**config.mk**
```make
export PLATFORM = sky130hd
export DESIGN_NAME = ttf_divider
export DESIGN_NICKNAME = d
export VERILOG_FILES = /design/src/rtl/ttf_pkg.sv /design/src/rtl/ttf_divider.sv
export SDC_FILE = /design/constraint.sdc
export NUM_CORES = 1
export LEC_CHECK = 0
export ABC_AREA = 1
export BUFFER_PORTS_ARGS = -buffer_cell sky130_fd_sc_hd__clkbuf_2
export CAP_MARGIN = 20
export CORE_MARGIN = 4
export CORE_UTILIZATION = 40
export CTS_CLUSTER_DIAMETER = 150
export CTS_CLUSTER_SIZE = 16
export DETAILED_ROUTE_END_ITERATION = 10
export PLACE_DENSITY = 0.63
export SYNTH_ARGS = -nofsm -noshare
export SYNTH_HDL_FRONTEND = slang
export SYNTH_SLANG_ARGS = --single-unit
```
**constraint.sdc**
```tcl
create_clock -name clock -period 7.6 [get_ports clock]
set_clock_uncertainty 0.1 [all_clocks]
set_input_delay 0.76 -clock clock [delete_from_list [all_inputs] [get_ports clock]]
set_output_delay 0.76 -clock clock [all_outputs]
set_load 0.1 [all_outputs]
```
**src/rtl/ttf_pkg.sv**
```systemverilog
// ttf_pkg.sv
// shared widths, status codes, divider handshake types and saturation helper
// no dependencies
package ttf_pkg;

   localparam int CoordW = 32;
   localparam int DiffW  = CoordW + 1;
   localparam int ProdW  = 2 * DiffW;
   localparam int AccW   = ProdW + 1;
   localparam int MagW   = AccW - 16;
   localparam int QuotW  = 33;
   localparam int RemW   = AccW + 32;

   localparam logic [1:0] STAT_OK    = 2'd0;
   localparam logic [1:0] STAT_UVDEG = 2'd1;
   localparam logic [1:0] STAT_DROP  = 2'd2;

   localparam logic [31:0] DET_THRESHOLD_RESET = 32'd429;

   typedef struct packed {
      logic                   start;
      logic signed [AccW-1:0] num;
      logic signed [AccW-1:0] den;
   } div_req_type;

   typedef struct packed {
      logic              done;
      logic [CoordW-1:0] quot;
   } div_rsp_type;

   // clamp a magnitude with sign to signed 32 bits
   function automatic logic [CoordW-1:0] sat_q16(input logic neg, input logic [MagW-1:0] mag);
      logic [MagW-1:0] lim;
      logic [MagW-1:0] m;
      lim = neg ? MagW'(33'h0_8000_0000) : MagW'(33'h0_7FFF_FFFF);
      m   = (mag > lim) ? lim : mag;
      return neg ? CoordW'(-m) : CoordW'(m);
   endfunction

endpackage

```
**src/rtl/ttf_divider.sv**
```systemverilog
// ttf_divider.sv
// restoring divider, one quotient bit per cycle, num * 2^16 / den saturated
// depends on ttf_pkg
module ttf_divider (
   input  logic                 clock,
   input  logic                 reset,
   input  ttf_pkg::div_req_type div_req,
   output ttf_pkg::div_rsp_type div_rsp
);
   import ttf_pkg::*;

   logic [RemW-1:0]  rem_ff, rem_in;
   logic [RemW-1:0]  ds_ff, ds_in;
   logic [QuotW-1:0] q_ff, q_in;
   logic [5:0]       cnt_ff, cnt_in;
   logic             busy_ff, busy_in;
   logic             done_ff, done_in;
   logic             neg_ff, neg_in;
   logic [AccW-1:0]  num_abs, den_abs;
   logic             ge;

   assign num_abs = div_req.num[AccW-1] ? AccW'(-div_req.num) : AccW'(div_req.num);
   assign den_abs = div_req.den[AccW-1] ? AccW'(-div_req.den) : AccW'(div_req.den);
   assign ge      = rem_ff >= ds_ff;

   // one compare and subtract per cycle
   always_comb begin
      rem_in  = rem_ff;
      ds_in   = ds_ff;
      q_in    = q_ff;
      cnt_in  = cnt_ff;
      busy_in = busy_ff;
      neg_in  = neg_ff;
      done_in = 1'b0;
      if (div_req.start) begin
         rem_in  = {16'b0, num_abs, 16'b0};
         ds_in   = {den_abs, 32'b0};
         q_in    = '0;
         cnt_in  = 6'(QuotW - 1);
         busy_in = 1'b1;
         neg_in  = div_req.num[AccW-1] ^ div_req.den[AccW-1];
      end else if (busy_ff) begin
         rem_in = ge ? rem_ff - ds_ff : rem_ff;
         ds_in  = ds_ff >> 1;
         q_in   = {q_ff[QuotW-2:0], ge};
         cnt_in = cnt_ff - 6'd1;
         if (cnt_ff == '0) begin
            busy_in = 1'b0;
            done_in = 1'b1;
         end
      end
   end

   always_ff @(posedge clock) begin
      rem_ff <= rem_in;
      ds_ff  <= ds_in;
      q_ff   <= q_in;
      cnt_ff <= cnt_in;
      neg_ff <= neg_in;
      if (reset) begin
         busy_ff <= 1'b0;
         done_ff <= 1'b0;
      end else begin
         busy_ff <= busy_in;
         done_ff <= done_in;
      end
   end

   assign div_rsp.done = done_ff;
   assign div_rsp.quot = sat_q16(neg_ff, MagW'(q_ff));

endmodule

```
* After elaboration in Yosys (flattened, before gate mapping)
Cells that the tools add are included.
Storage, ports and cells: register bits after elaboration 240, bits of input ports 137, output and inout port bits 33, word-level logic and storage cells 38
Operators by class: $add $sub $neg 5, $lt $le $gt $ge 2, mux-type cells 14, bitwise gates (word level) 2, reductions and logical operators 6
Operators with widths (number):
- $mux W83 | 3
- $mux W99 | 2
- $mux W67 | 2
- $neg A67 Y67 | 2
- $ge A99 B99 Y1 | 1
- $sub A99 B99 Y99 | 1
- $mux W32 | 3
- $gt A33 B32 Y1 | 1
- $neg A32 Y32 | 1
- $logic_not A6 Y1 | 1
- $sub A6 B1 Y6 const B | 1
- $mux W1 | 4
- $reduce_and A2 Y1 | 2
- $reduce_bool A2 Y1 | 2
- $reduce_or A3 Y1 | 1
- $not A1 Y1 | 1
- $xor A1 B1 Y1 | 1

* Longest topological paths before layout
Gate-level depths: netlist (run 1).
depth after elaboration 5, depth in mapped cells 27, depth with buffers taken out 26

* Worst setup path before layout (run 1)
Ideal clock, no wire load.
path type register to output, start register neg_ff, end output div_rsp[10] (netlist name), arrival 6.013 ns, required time 6.740 ns, slack 0.727 ns, cell stages (with the launch flop) 24, path buffers 2, cells stage by stage edfxtp_1 -> inv_1 -> buf_2 -> ha_1 -> nand2_1 -> nor2_1 -> nand2_1 -> nor2_2 -> nand3_1 -> nand2_1 -> nor2_1 -> nand2_4 -> nand3_2 -> buf_6 -> nand2_1 -> inv_1 -> ha_1 -> inv_1 -> a21oi_2 -> nand2_1 -> nor2_2 -> nand2_1 -> o21ai_0 -> o21ai_0
RTL lines:
- start: declaration | line ttf_divider.sv:18 | logic neg_ff, neg_in;
- start signal: assignment | line ttf_divider.sv:59 | neg_ff <= neg_in;
- end: declaration | line ttf_divider.sv:8 | output ttf_pkg::div_rsp_type div_rsp

==> impl_metrics.tcl, run 1 <==
set metrics [dict create \
    worst_hold_slack_ns 0.2904 \
    fillers 6160 \
    cp_data_arrival_time_ns 5.36 \
    finalWirelength_mm 79.05 \
    port-buffer-count 169 \
    end_kind "primary output" \
    min_to "done_ff$_SDFF_PP0_" \
    comb_power_share 0.345 \
    syn_to_final_growth_pct 8.935 \
    grt_pass1_vias 22269 \
    cts_buffer_depth 3 \
    yosys.area.top_type "edfxtp_1" \
    drive_above_1_share 0.07939 \
    ctsHoldBuffers 0 \
    swShare 0.3785 \
    finalCriticalPeriod_ns 6.215 \
    r2r-start "ds_ff[35]$_DFFE_PP_" \
    vias 24138 \
    fin_nets 3979 \
    antenna_found_initial 0 \
    finalSetupTns_ns 0 \
    cp.required_ns 6.74 \
    hold_path_depth 2 \
    syn-mean-instance-area_um2 6.371 \
    post-synth-top-count-cell "nand2_1" \
    async_flop_share 0 \
    hold_violations 0 \
    cts_tree "yes" \
    synth_ff_type "edfxtp_1" \
    fp.coreArea_um2 56500 \
    cts_buffers 18 \
    fp.dieW_um 247.0 \
    instances_no_fill 4473 \
    dieArea_um2 61020 \
    critical_path_peak_fanout 60 \
    dp_hpwl_mm 64.34 \
    gp_congestion 1.030 \
    yosys-top-cells-area "edfxtp_1 18%, nand2_1 11%, inv_1 9.4%" \
    slew-limit-headroom 0.3131 \
    clkTransAtPathRegs_ns 0.07 \
    clk_latency_ns 0.55 \
    drt_iter0_markers 1930 \
    multi_input_area_um2 14120 \
    syn_area_um2 22850 \
    dp.cells 4442 \
    p_leak_nw 11.31 \
    ant_nets 0 \
    critPathLaunchType "flip-flop" \
    vias_per_cell 5.396 \
    synth_cells 3587 \
    num_io_pins 170 \
    cell_internal_pwr_mw 2.283 \
    register_area_um2 6156 \
    clockRootBuffer "clkbuf_16" \
    cap_viol_max_count 0 \
    grt_pass1_wl_mm 122.2 \
    synth_edf_count 135 \
    ys_seq_area_frac 0.2694 \
    drc 0 \
    rsz0062_at_grt "no" \
    synth_seq_cells 240 \
    synth_fp_nets 3860 \
    critPathKind "flip-flop to primary output" \
    drt_pass1_iterations 7 \
    dieHeight_um 247.0 \
    fmax_ghz 0.1609 \
    ys_types 56 \
    post-cts-setup-buffers 0 \
    reg2reg_slack_ns 2.43 \
    ir_worst_vdd_mv 0.1206 \
    design_area_um2 24900 \
    power_switching_mw 1.391 \
    powerDensity_nw_per_um2 147.6 \
    ctsResizeCount 0 \
    grt_use_total 0.2505 \
    slew_violations 0 \
    yosysWarnings 0 \
    start_util 0.4045 \
    r2r-end "rem_ff[60]$_DFFE_PP_" \
    fin_crit_sh 0.8178 \
    h-tree-depth 1 \
    clock-sinks 240 \
    pwr-share-clk 0.252 \
    rr_worst_depth 15 \
    grt_max_degree 70 \
    synth_top_area_share 0.1774 \
    num_rows 87 \
    status "completed" \
    worst_slew_pin_slew_ns 1.020 \
    min_from "reset" \
    synthTopCellsByCount "679 x nand2_1, 571 x inv_1, 502 x nor2_1" \
    wl_per_cell_um 17.67 \
    overflow 0 \
    place_area_um2 24390 \
    seq_power_share 0.403 \
    hp-class "input port to flip-flop" \
    finalSetupViolCount 0 \
]
[state kept, by name, indices dropped and copies added (netlist names)]
| register | count |
|---|---|
| neg_ff | 1 |
| rem_ff | 99 |
| cnt_ff | 6 |
| q_ff | 33 |
| done_ff | 1 |
| busy_ff | 1 |
| ds_ff | 99 |
[per-stage QoR]
stage               worst slack (ns)  utilization  power [mW]
floorplan                     0.7270            -       2.317
global placement               2.052       0.4316       2.746
detailed placement             1.970       0.4316       2.743
CTS                            1.367       0.4406       3.676
global route                  0.8691       0.4406       3.876
finish                         1.385       0.4407       3.674
[area by class of cell]
type | count | share of cell area
multi-input combinational | 2676 | 0.5671
sequential | 240 | 0.2473
inverter | 586 | 0.08860
timing repair buffer | 184 | 0.03850
tap | 756 | 0.03799
clock buffer | 29 | 0.01975
clock inverter | 1 | 0.0006533
antenna | 1 | 0.0001005
[critical path: stages, from the launching register on]
cell	delay, ns
edfxtp_1	0.32
buf_4	0.53
inv_1	0.43
ha_1	0.42
nand2_1	0.05
nor2_1	0.13
nand2_1	0.10
nor2_2	0.15
nand4_1	0.19
nand3_2	0.12
buf_4	0.45
nand2_1	0.22
inv_1	0.09
ha_1	0.16
inv_1	0.05
a21oi_2	0.11
nand2_1	0.13
nor2_2	0.14
nand3_1	0.10
nand2_2	0.15
nand2_1	0.07
nand3_1	0.07
nand2_1	0.07
inv_1	0.05
clkbuf_2	0.44
[power by group through the flow]
stage          registers, mW  clock network, mW  logic, mW
2_1_floorplan           1.51                  0      0.810
3_3_place_gp            1.51                  0       1.24
3_5_place_dp            1.51                  0       1.23
4_1_cts                 1.48              0.951       1.24
5_1_grt                 1.49              0.998       1.39
6_report                1.48              0.925       1.27
[per-layer routing]
metal  share of wire  track usage
met1            0.45       0.3441
met2            0.46       0.4170
met3           0.060      0.02082
met4           0.035      0.08109
met5               0            0
[layout by cell type, fill, tap and decap left out, drive strengths merged, types with 5 or more instances in the layout]
cell	netlist	final
dfxtp	105	105
and3	5	5
o21a	19	19
a21o	14	14
o22ai	121	121
nand3	200	200
o32ai	5	5
nor4	43	43
xnor2	44	44
a31oi	25	25
nor3	71	71
inv	585	584
nand2	705	705
xor2	43	43
a22oi	10	10
o21ai	328	328
o21bai	19	19
buf	32	16
ha	135	135
edfxtp	135	135
nor2	520	520
clkbuf	53	197
or2	9	9
a21boi	8	8
nand3b	14	14
nand4	31	31
a21oi	281	281
[how the worst max path moves through the flow]
| stage | cells after the start | endpoint | slack, ns | startpoint |
|---|---|---|---|---|
| after global placement | 24 | div_rsp[26] | 2.05 | neg_ff$_DFFE_PP_ |
| after global routing | 24 | div_rsp[26] | 0.87 | neg_ff$_DFFE_PP_ |
| after CTS | 24 | div_rsp[22] | 1.37 | neg_ff$_DFFE_PP_ |
| after detailed placement | 24 | div_rsp[22] | 1.97 | neg_ff$_DFFE_PP_ |
| after floorplan | 23 | div_rsp[10] | 0.73 | neg_ff$_DFFE_PP_ |
| final | 24 | div_rsp[22] | 1.38 | neg_ff$_DFFE_PP_ |
[cells by family after synthesis]
kind of cell	after synthesis	share of synthesized area
mux	3	0.001423
simple gates	1603	0.3015
compound gates	847	0.2067
xor+xnor	87	0.03334
fa+ha+maj	136	0.07478
buf+inv	671	0.1129
flops	240	0.2694
Power figures use the tool's default switching activity.
==> run 2: changes to the inputs <==
==> constraint.sdc (replaced) <==
create_clock -name clock -period 5.8 [get_ports clock]
set_clock_uncertainty 0.1 [all_clocks]
set_input_delay 0.58 -clock clock [delete_from_list [all_inputs] [get_ports clock]]
set_output_delay 0.58 -clock clock [all_outputs]
set_load 0.1 [all_outputs]
==> impl_metrics.tcl, run 2 (synthesized netlist as in run 1, its figures left out) <==
set metrics [dict create \
    status "completed" \
    end_kind "primary output" \
    critical_path_peak_fanout 35 \
    clk_latency_ns 0.55 \
    finalSetupViolCount 0 \
    fin_ws_ns 0.6265 \
    drive_above_1_share 0.08123 \
    mostFrequentLayoutCell "nand2_1" \
    grt_use_total 0.2480 \
    port-buffer-count 169 \
    design_area_um2 24980 \
    critPathKind "flip-flop to primary output" \
    instances_no_fill 4474 \
    cts_buffer_depth 3 \
    clockRootBuffer "clkbuf_16" \
    ctsResizeCount 0 \
    dieHeight_um 247.0 \
    dp_hpwl_mm 64.10 \
    fin_crit_sh 0.8920 \
    dp.cells 4444 \
    cp.required_ns 5.12 \
    vias_per_cell 5.372 \
    fp.coreArea_um2 56500 \
    overflow 0 \
    hold_violations 0 \
    start_util 0.4045 \
    place_area_um2 24470 \
    hp-class "input port to flip-flop" \
    num_rows 87 \
    clkTransAtPathRegs_ns 0.07 \
    fillers 6185 \
    register_area_um2 6156 \
    slew_violations 0 \
    ctsHoldBuffers 0 \
    rsz0062_at_grt "no" \
    antenna_cells 0 \
    cap_viol_max_count 0 \
    finalSetupTns_ns 0 \
    fin_nets 3981 \
    syn_to_final_growth_pct 9.301 \
    drt_iter0_markers 2135 \
    cts_tree "yes" \
    powerDensity_nw_per_um2 192.8 \
    drc 0 \
    worst_slew_pin_slew_ns 1.129 \
    h-tree-depth 1 \
    dp_slack_ns 1.211 \
    multi_input_area_um2 14140 \
    top_regs "ds_ff x99, rem_ff x99, q_ff x33" \
    cts_buffers 18 \
    critPathLaunchType "flip-flop" \
    post-cts-setup-buffers 0 \
    drt_pass1_iterations 5 \
    gp_congestion 1.028 \
    grt_pass1_wl_mm 121.4 \
    clock-sinks 240 \
    ir_worst_vdd_mv 0.1528 \
    finalWirelength_mm 78.30 \
    p_leak_nw 11.34 \
    grt_max_degree 75 \
    finalCriticalPeriod_ns 5.173 \
    most-common-layout-cells "678 x nand2_1, 570 x inv_1, 502 x nor2_1, 275 x a21oi_1, 246 x o21ai_0" \
    grt_pass1_vias 22344 \
    fp.dieW_um 247.0 \
    num_io_pins 170 \
    cp_data_arrival_time_ns 4.49 \
    wl_per_cell_um 17.50 \
    ant_nets 0 \
    vias 24036 \
    slew-limit-headroom 0.2391 \
    antenna_found_initial 1 \
    fmax_ghz 0.1933 \
    dieArea_um2 61020 \
]
==> run 2: cell count changes in the layout (fill, tap and decap cells not counted), sizes merged <==
cell,change
buf,+2
diode,-1
==> run 2: cell type report <==
type,instances,area share
sequential,240,0.2464
multi-input combinational,2676,0.5661
clock inverter,1,0.0006511
tap,756,0.03787
clock buffer,29,0.01968
inverter,586,0.08830
timing repair buffer,186,0.04097
==> run 2: routing by layer <==
layer  wire length, µm  vias up  track usage  part of all wire
met5                13        -            0           0.00017
met1             34950    10924       0.3399              0.45
li1                  -    12211            -                 -
met4              2734        2      0.07859             0.035
met3              4831      114      0.02006             0.062
met2             35780      785       0.4150              0.46
==> run 2: final timing paths <==
path | start | end | slack (ns) | cells past startpoint
hold / removal | reset | done_ff$_SDFF_PP0_ | 0.10 | 2
setup / recovery | neg_ff$_DFFE_PP_ | div_rsp[24] | 0.63 | 26
setup reg to reg | ds_ff[10]$_SDFFE_PP0P_ | rem_ff[31]$_DFFE_PP_ | 1.52 | 19
hold reg to reg | rem_ff[85]$_SDFFE_PP0P_ | rem_ff[85]$_SDFFE_PP0P_ | 0.37 | 2
==> run 2: stage by stage <==
stage               total power [mW]  hold slack, ns    util
global route                   5.087          0.1026  0.4422
finish                         4.816          0.1050  0.4422
detailed placement             3.595          0.3636  0.4332
CTS                            4.820         0.08650  0.4422
global placement               3.599          0.3542  0.4332
floorplan                      3.037          0.3322       -
==> run 2: where the power goes <==
part	leakage, nW	switching, mW	internal (mW)
combinational	8.87	1.16	0.504
clock	0.242	0.631	0.585
sequential	2.23	0.0327	1.91
==> run 2: critical path, cell delays in order, from the launching register on <==
cell and delay (ns):
edfxtp_1 0.41, inv_1 0.40, ha_1 0.22, nand2_1 0.06, nor2_1 0.14, nand2_1 0.10
nor2_2 0.16, nand3_1 0.08, nand2_1 0.06, nor2_1 0.06, nand2_4 0.07, nand2_4 0.25
nand2_1 0.14, nand2_1 0.13, inv_1 0.09, ha_1 0.16, inv_1 0.05, a21oi_2 0.12
nand2_1 0.12, nor2_1 0.22, nand2_1 0.12, nand2_2 0.12, nand2_1 0.06, nand2_1 0.06
nand2_1 0.04, inv_1 0.05, clkbuf_2 0.44
==> run 3: changes to the inputs <==
--- a/config.mk
+++ b/config.mk
@@ -5,7 +5,6 @@
 export SDC_FILE = /design/constraint.sdc
 export NUM_CORES = 1
 export LEC_CHECK = 0
-export ABC_AREA = 1
 export BUFFER_PORTS_ARGS = -buffer_cell sky130_fd_sc_hd__clkbuf_2
 export CAP_MARGIN = 20
 export CORE_MARGIN = 4
==> impl_metrics.tcl, run 3 <==
set metrics [dict create \
    antenna_found_initial 0 \
    worst_slew_pin_slew_ns 1.100 \
    cp_num_buf_inv 5 \
    yosysWarnings 0 \
    synth_cells 2454 \
    cp.required_ns 5.12 \
    cts_tree "yes" \
    fp.coreArea_um2 49250 \
    syn_to_final_growth_pct 11.57 \
    reg2reg_slack_ns 1.01 \
    top_regs "ds_ff x99, rem_ff x99, q_ff x33" \
    cell_internal_pwr_mw 3.159 \
    grt_use_total 0.2198 \
    mostFrequentLayoutCell "nand2_1" \
    status "completed" \
    cts_buffer_depth 3 \
    cts_buffers 18 \
    finalSetupTns_ns 0 \
    met2_usage 0.3837 \
    swShare 0.3597 \
    crit_slowest_cell "edfxtp_1" \
    drt_pass1_iterations 6 \
    num_io_pins 170 \
    dieArea_um2 53730 \
    grt_pass1_vias 18227 \
    clockRootBuffer "clkbuf_16" \
    async_flop_share 0 \
    grt_pass1_wl_mm 97.43 \
    end_kind "primary output" \
    synth_seq_cells 240 \
    path_common_cell "a21o_1" \
    worst_path_dominant_cell_family "compound AO/OA/AOI/OAI gates" \
    most-common-layout-cells "265 x nand2_1, 176 x nor2_1, 172 x o21ai_0, 159 x clkbuf_2, 158 x a21oi_1" \
    powerDensity_nw_per_um2 220.7 \
    ant_nets 0 \
    cap_viol_max_count 0 \
    port-buffer-count 169 \
    gp_congestion 0.9575 \
    hp-class "input port to flip-flop" \
    clkTransAtPathRegs_ns 0.07 \
    synth_ff_type "edfxtp_1" \
    grt.busiest_layer "met2" \
    fp.dieW_um 231.8 \
    antenna_cells 0 \
    dp_hpwl_mm 46.46 \
    ir_worst_vdd_mv 0.1620 \
    ctsHoldBuffers 0 \
    overflow 0 \
    r2r-end "rem_ff[33]$_DFFE_PP_" \
    use_met3 0.02036 \
    min_from "reset" \
    clock-sinks 240 \
    fin_nets 2803 \
    vias_per_cell 5.878 \
    yosys-top-cells-area "edfxtp_1 20%, dfxtp_1 10%, ha_1 8.4%" \
    slew_violations 0 \
    wl_per_cell_um 19.35 \
    min_to "busy_ff$_SDFF_PP0_" \
    num_rows 81 \
    grt_use_met1 0.2893 \
    critical-path-max-stage-delay_ns 0.52 \
    fmax_ghz 0.1781 \
    fin_crit_sh 0.9681 \
    cp_cell_sequence "buf_4 -> clkbuf_16 -> ha_1 -> a21o_1 -> a21o_1 -> a21oi_2 -> o21ai_1 -> a21o_1 -> a221o_1 -> o21ai_4 -> nand2b_4 -> nand2_8 -> inv_4 -> ha_4 -> inv_1 -> or3_4 -> or2_4 -> or4_4 -> nand3_2 -> o21ai_2 -> a21oi_4 -> buf_12" \
    critical_path_peak_fanout 8 \
    r2r-start "rem_ff[28]$_DFFE_PP_" \
    hold_violations 0 \
    syn_area_um2 20040 \
    p_leak_nw 9.239 \
    synth_fp_nets 2727 \
    pwr-share-clk 0.255 \
    worst_hold_slack_ns 0.1228 \
    drive_above_1_share 0.1125 \
    clk_latency_ns 0.53 \
    rr_worst_depth 12 \
    dieHeight_um 231.8 \
    drt_iter0_markers 1366 \
    start_util 0.4068 \
    post-synth-top-count-cell "nand2_1" \
    slew-limit-headroom 0.2665 \
    comb_power_share 0.346 \
    ys_seq_area_frac 0.3073 \
    synth_edf_count 135 \
    hold_path_depth 2 \
    cp_data_arrival_time_ns 4.93 \
    finalWirelength_mm 62.05 \
    synth_top_area_share 0.2023 \
    yosys.area.top_type "edfxtp_1" \
    syn-mean-instance-area_um2 8.164 \
    critPathKind "flip-flop to primary output" \
    vias 18846 \
    power_switching_mw 1.775 \
    synthTopCellsByCount "268 x nand2_1, 178 x o21ai_0, 177 x nor2_1" \
    grt_max_degree 108 \
    h-tree-depth 1 \
    ys_types 77 \
    critPathLaunchType "flip-flop" \
    finalCriticalPeriod_ns 5.615 \
    finalSetupViolCount 0 \
    seq_power_share 0.399 \
    drc 0 \
]
==> run 3: cell type report <==
| type | instances | area, µm² |
|---|---|---|
| clock buffers | 32 | 524.3 |
| flip-flops and latches | 240 | 6160 |
| well taps | 664 | 830.8 |
| inverters | 144 | 555.5 |
| fillers | 4918 | 26900 |
| multi-input cells | 1928 | 12990 |
| repair buffers | 198 | 1295 |
==> run 3: logic make-up (layout without fill, tap and decap cells) <==
group / after synthesis / count (layout) / synth area share
AO/OA/AOI/OAI: 756 / 756 / 0.2426
AND/OR/NAND/NOR: 736 / 736 / 0.1756
buffers and inverters: 286 / 374 / 0.05389
flip-flops: 240 / 240 / 0.3073
XOR/XNOR: 233 / 233 / 0.1019
adder cells (fa/ha/maj): 136 / 136 / 0.08531
multiplexers: 67 / 67 / 0.03347
==> run 3: worst max-delay path by stage <==
stage | start | end | slack, ns | cells past startpoint
after floorplan | neg_ff$_DFFE_PP_ | div_rsp[11] | -0.85 | 10
after global placement | neg_ff$_DFFE_PP_ | div_rsp[26] | 0.54 | 21
after detailed placement | neg_ff$_DFFE_PP_ | div_rsp[26] | 0.51 | 21
after CTS | neg_ff$_DFFE_PP_ | div_rsp[26] | 0.07 | 20
after global routing | neg_ff$_DFFE_PP_ | div_rsp[26] | -0.002 | 21
final | neg_ff$_DFFE_PP_ | div_rsp[26] | 0.19 | 22
==> run 3: layer usage <==
metal,share of wire,wire length [µm]
met1,0.44,27380
met2,0.48,29790
met3,0.050,3079
met4,0.029,1803
met5,0,0
==> run 3: power by group through the flow <==
stage          registers [mW]  clock network (mW)  logic (mW)
2_1_floorplan            1.99                   0        1.19
3_3_place_gp             2.01                   0        1.64
3_5_place_dp             2.01                   0        1.65
4_1_cts                  1.97                1.30        1.66
5_1_grt                  1.98                1.36        1.86
6_report                 1.97                1.26        1.71
==> run 3: repair_timing <==
item / CTS / global route
cloned: 0 / 3
endpoints found under the setup margin: 3 / 4
endpoints found under the hold margin: 0 / 0
buffers inserted: 1 / 6
resized for setup: 0 / 12
pin swaps: 0 / 5
==> run 3: metrics by stage <==
step	cell area (µm²)	worst slack [ns]	std cells	total power, mW	utilization
floorplan	20200	-0.8452	2454	3.181	-
finish	22350	0.1851	3206	4.934	0.4538
global placement	21640	0.5417	3162	3.641	0.4393
global route	22350	-0.001534	3206	5.200	0.4538
detailed placement	21640	0.5106	3162	3.657	0.4393
CTS	22170	0.06982	3195	4.930	0.4501
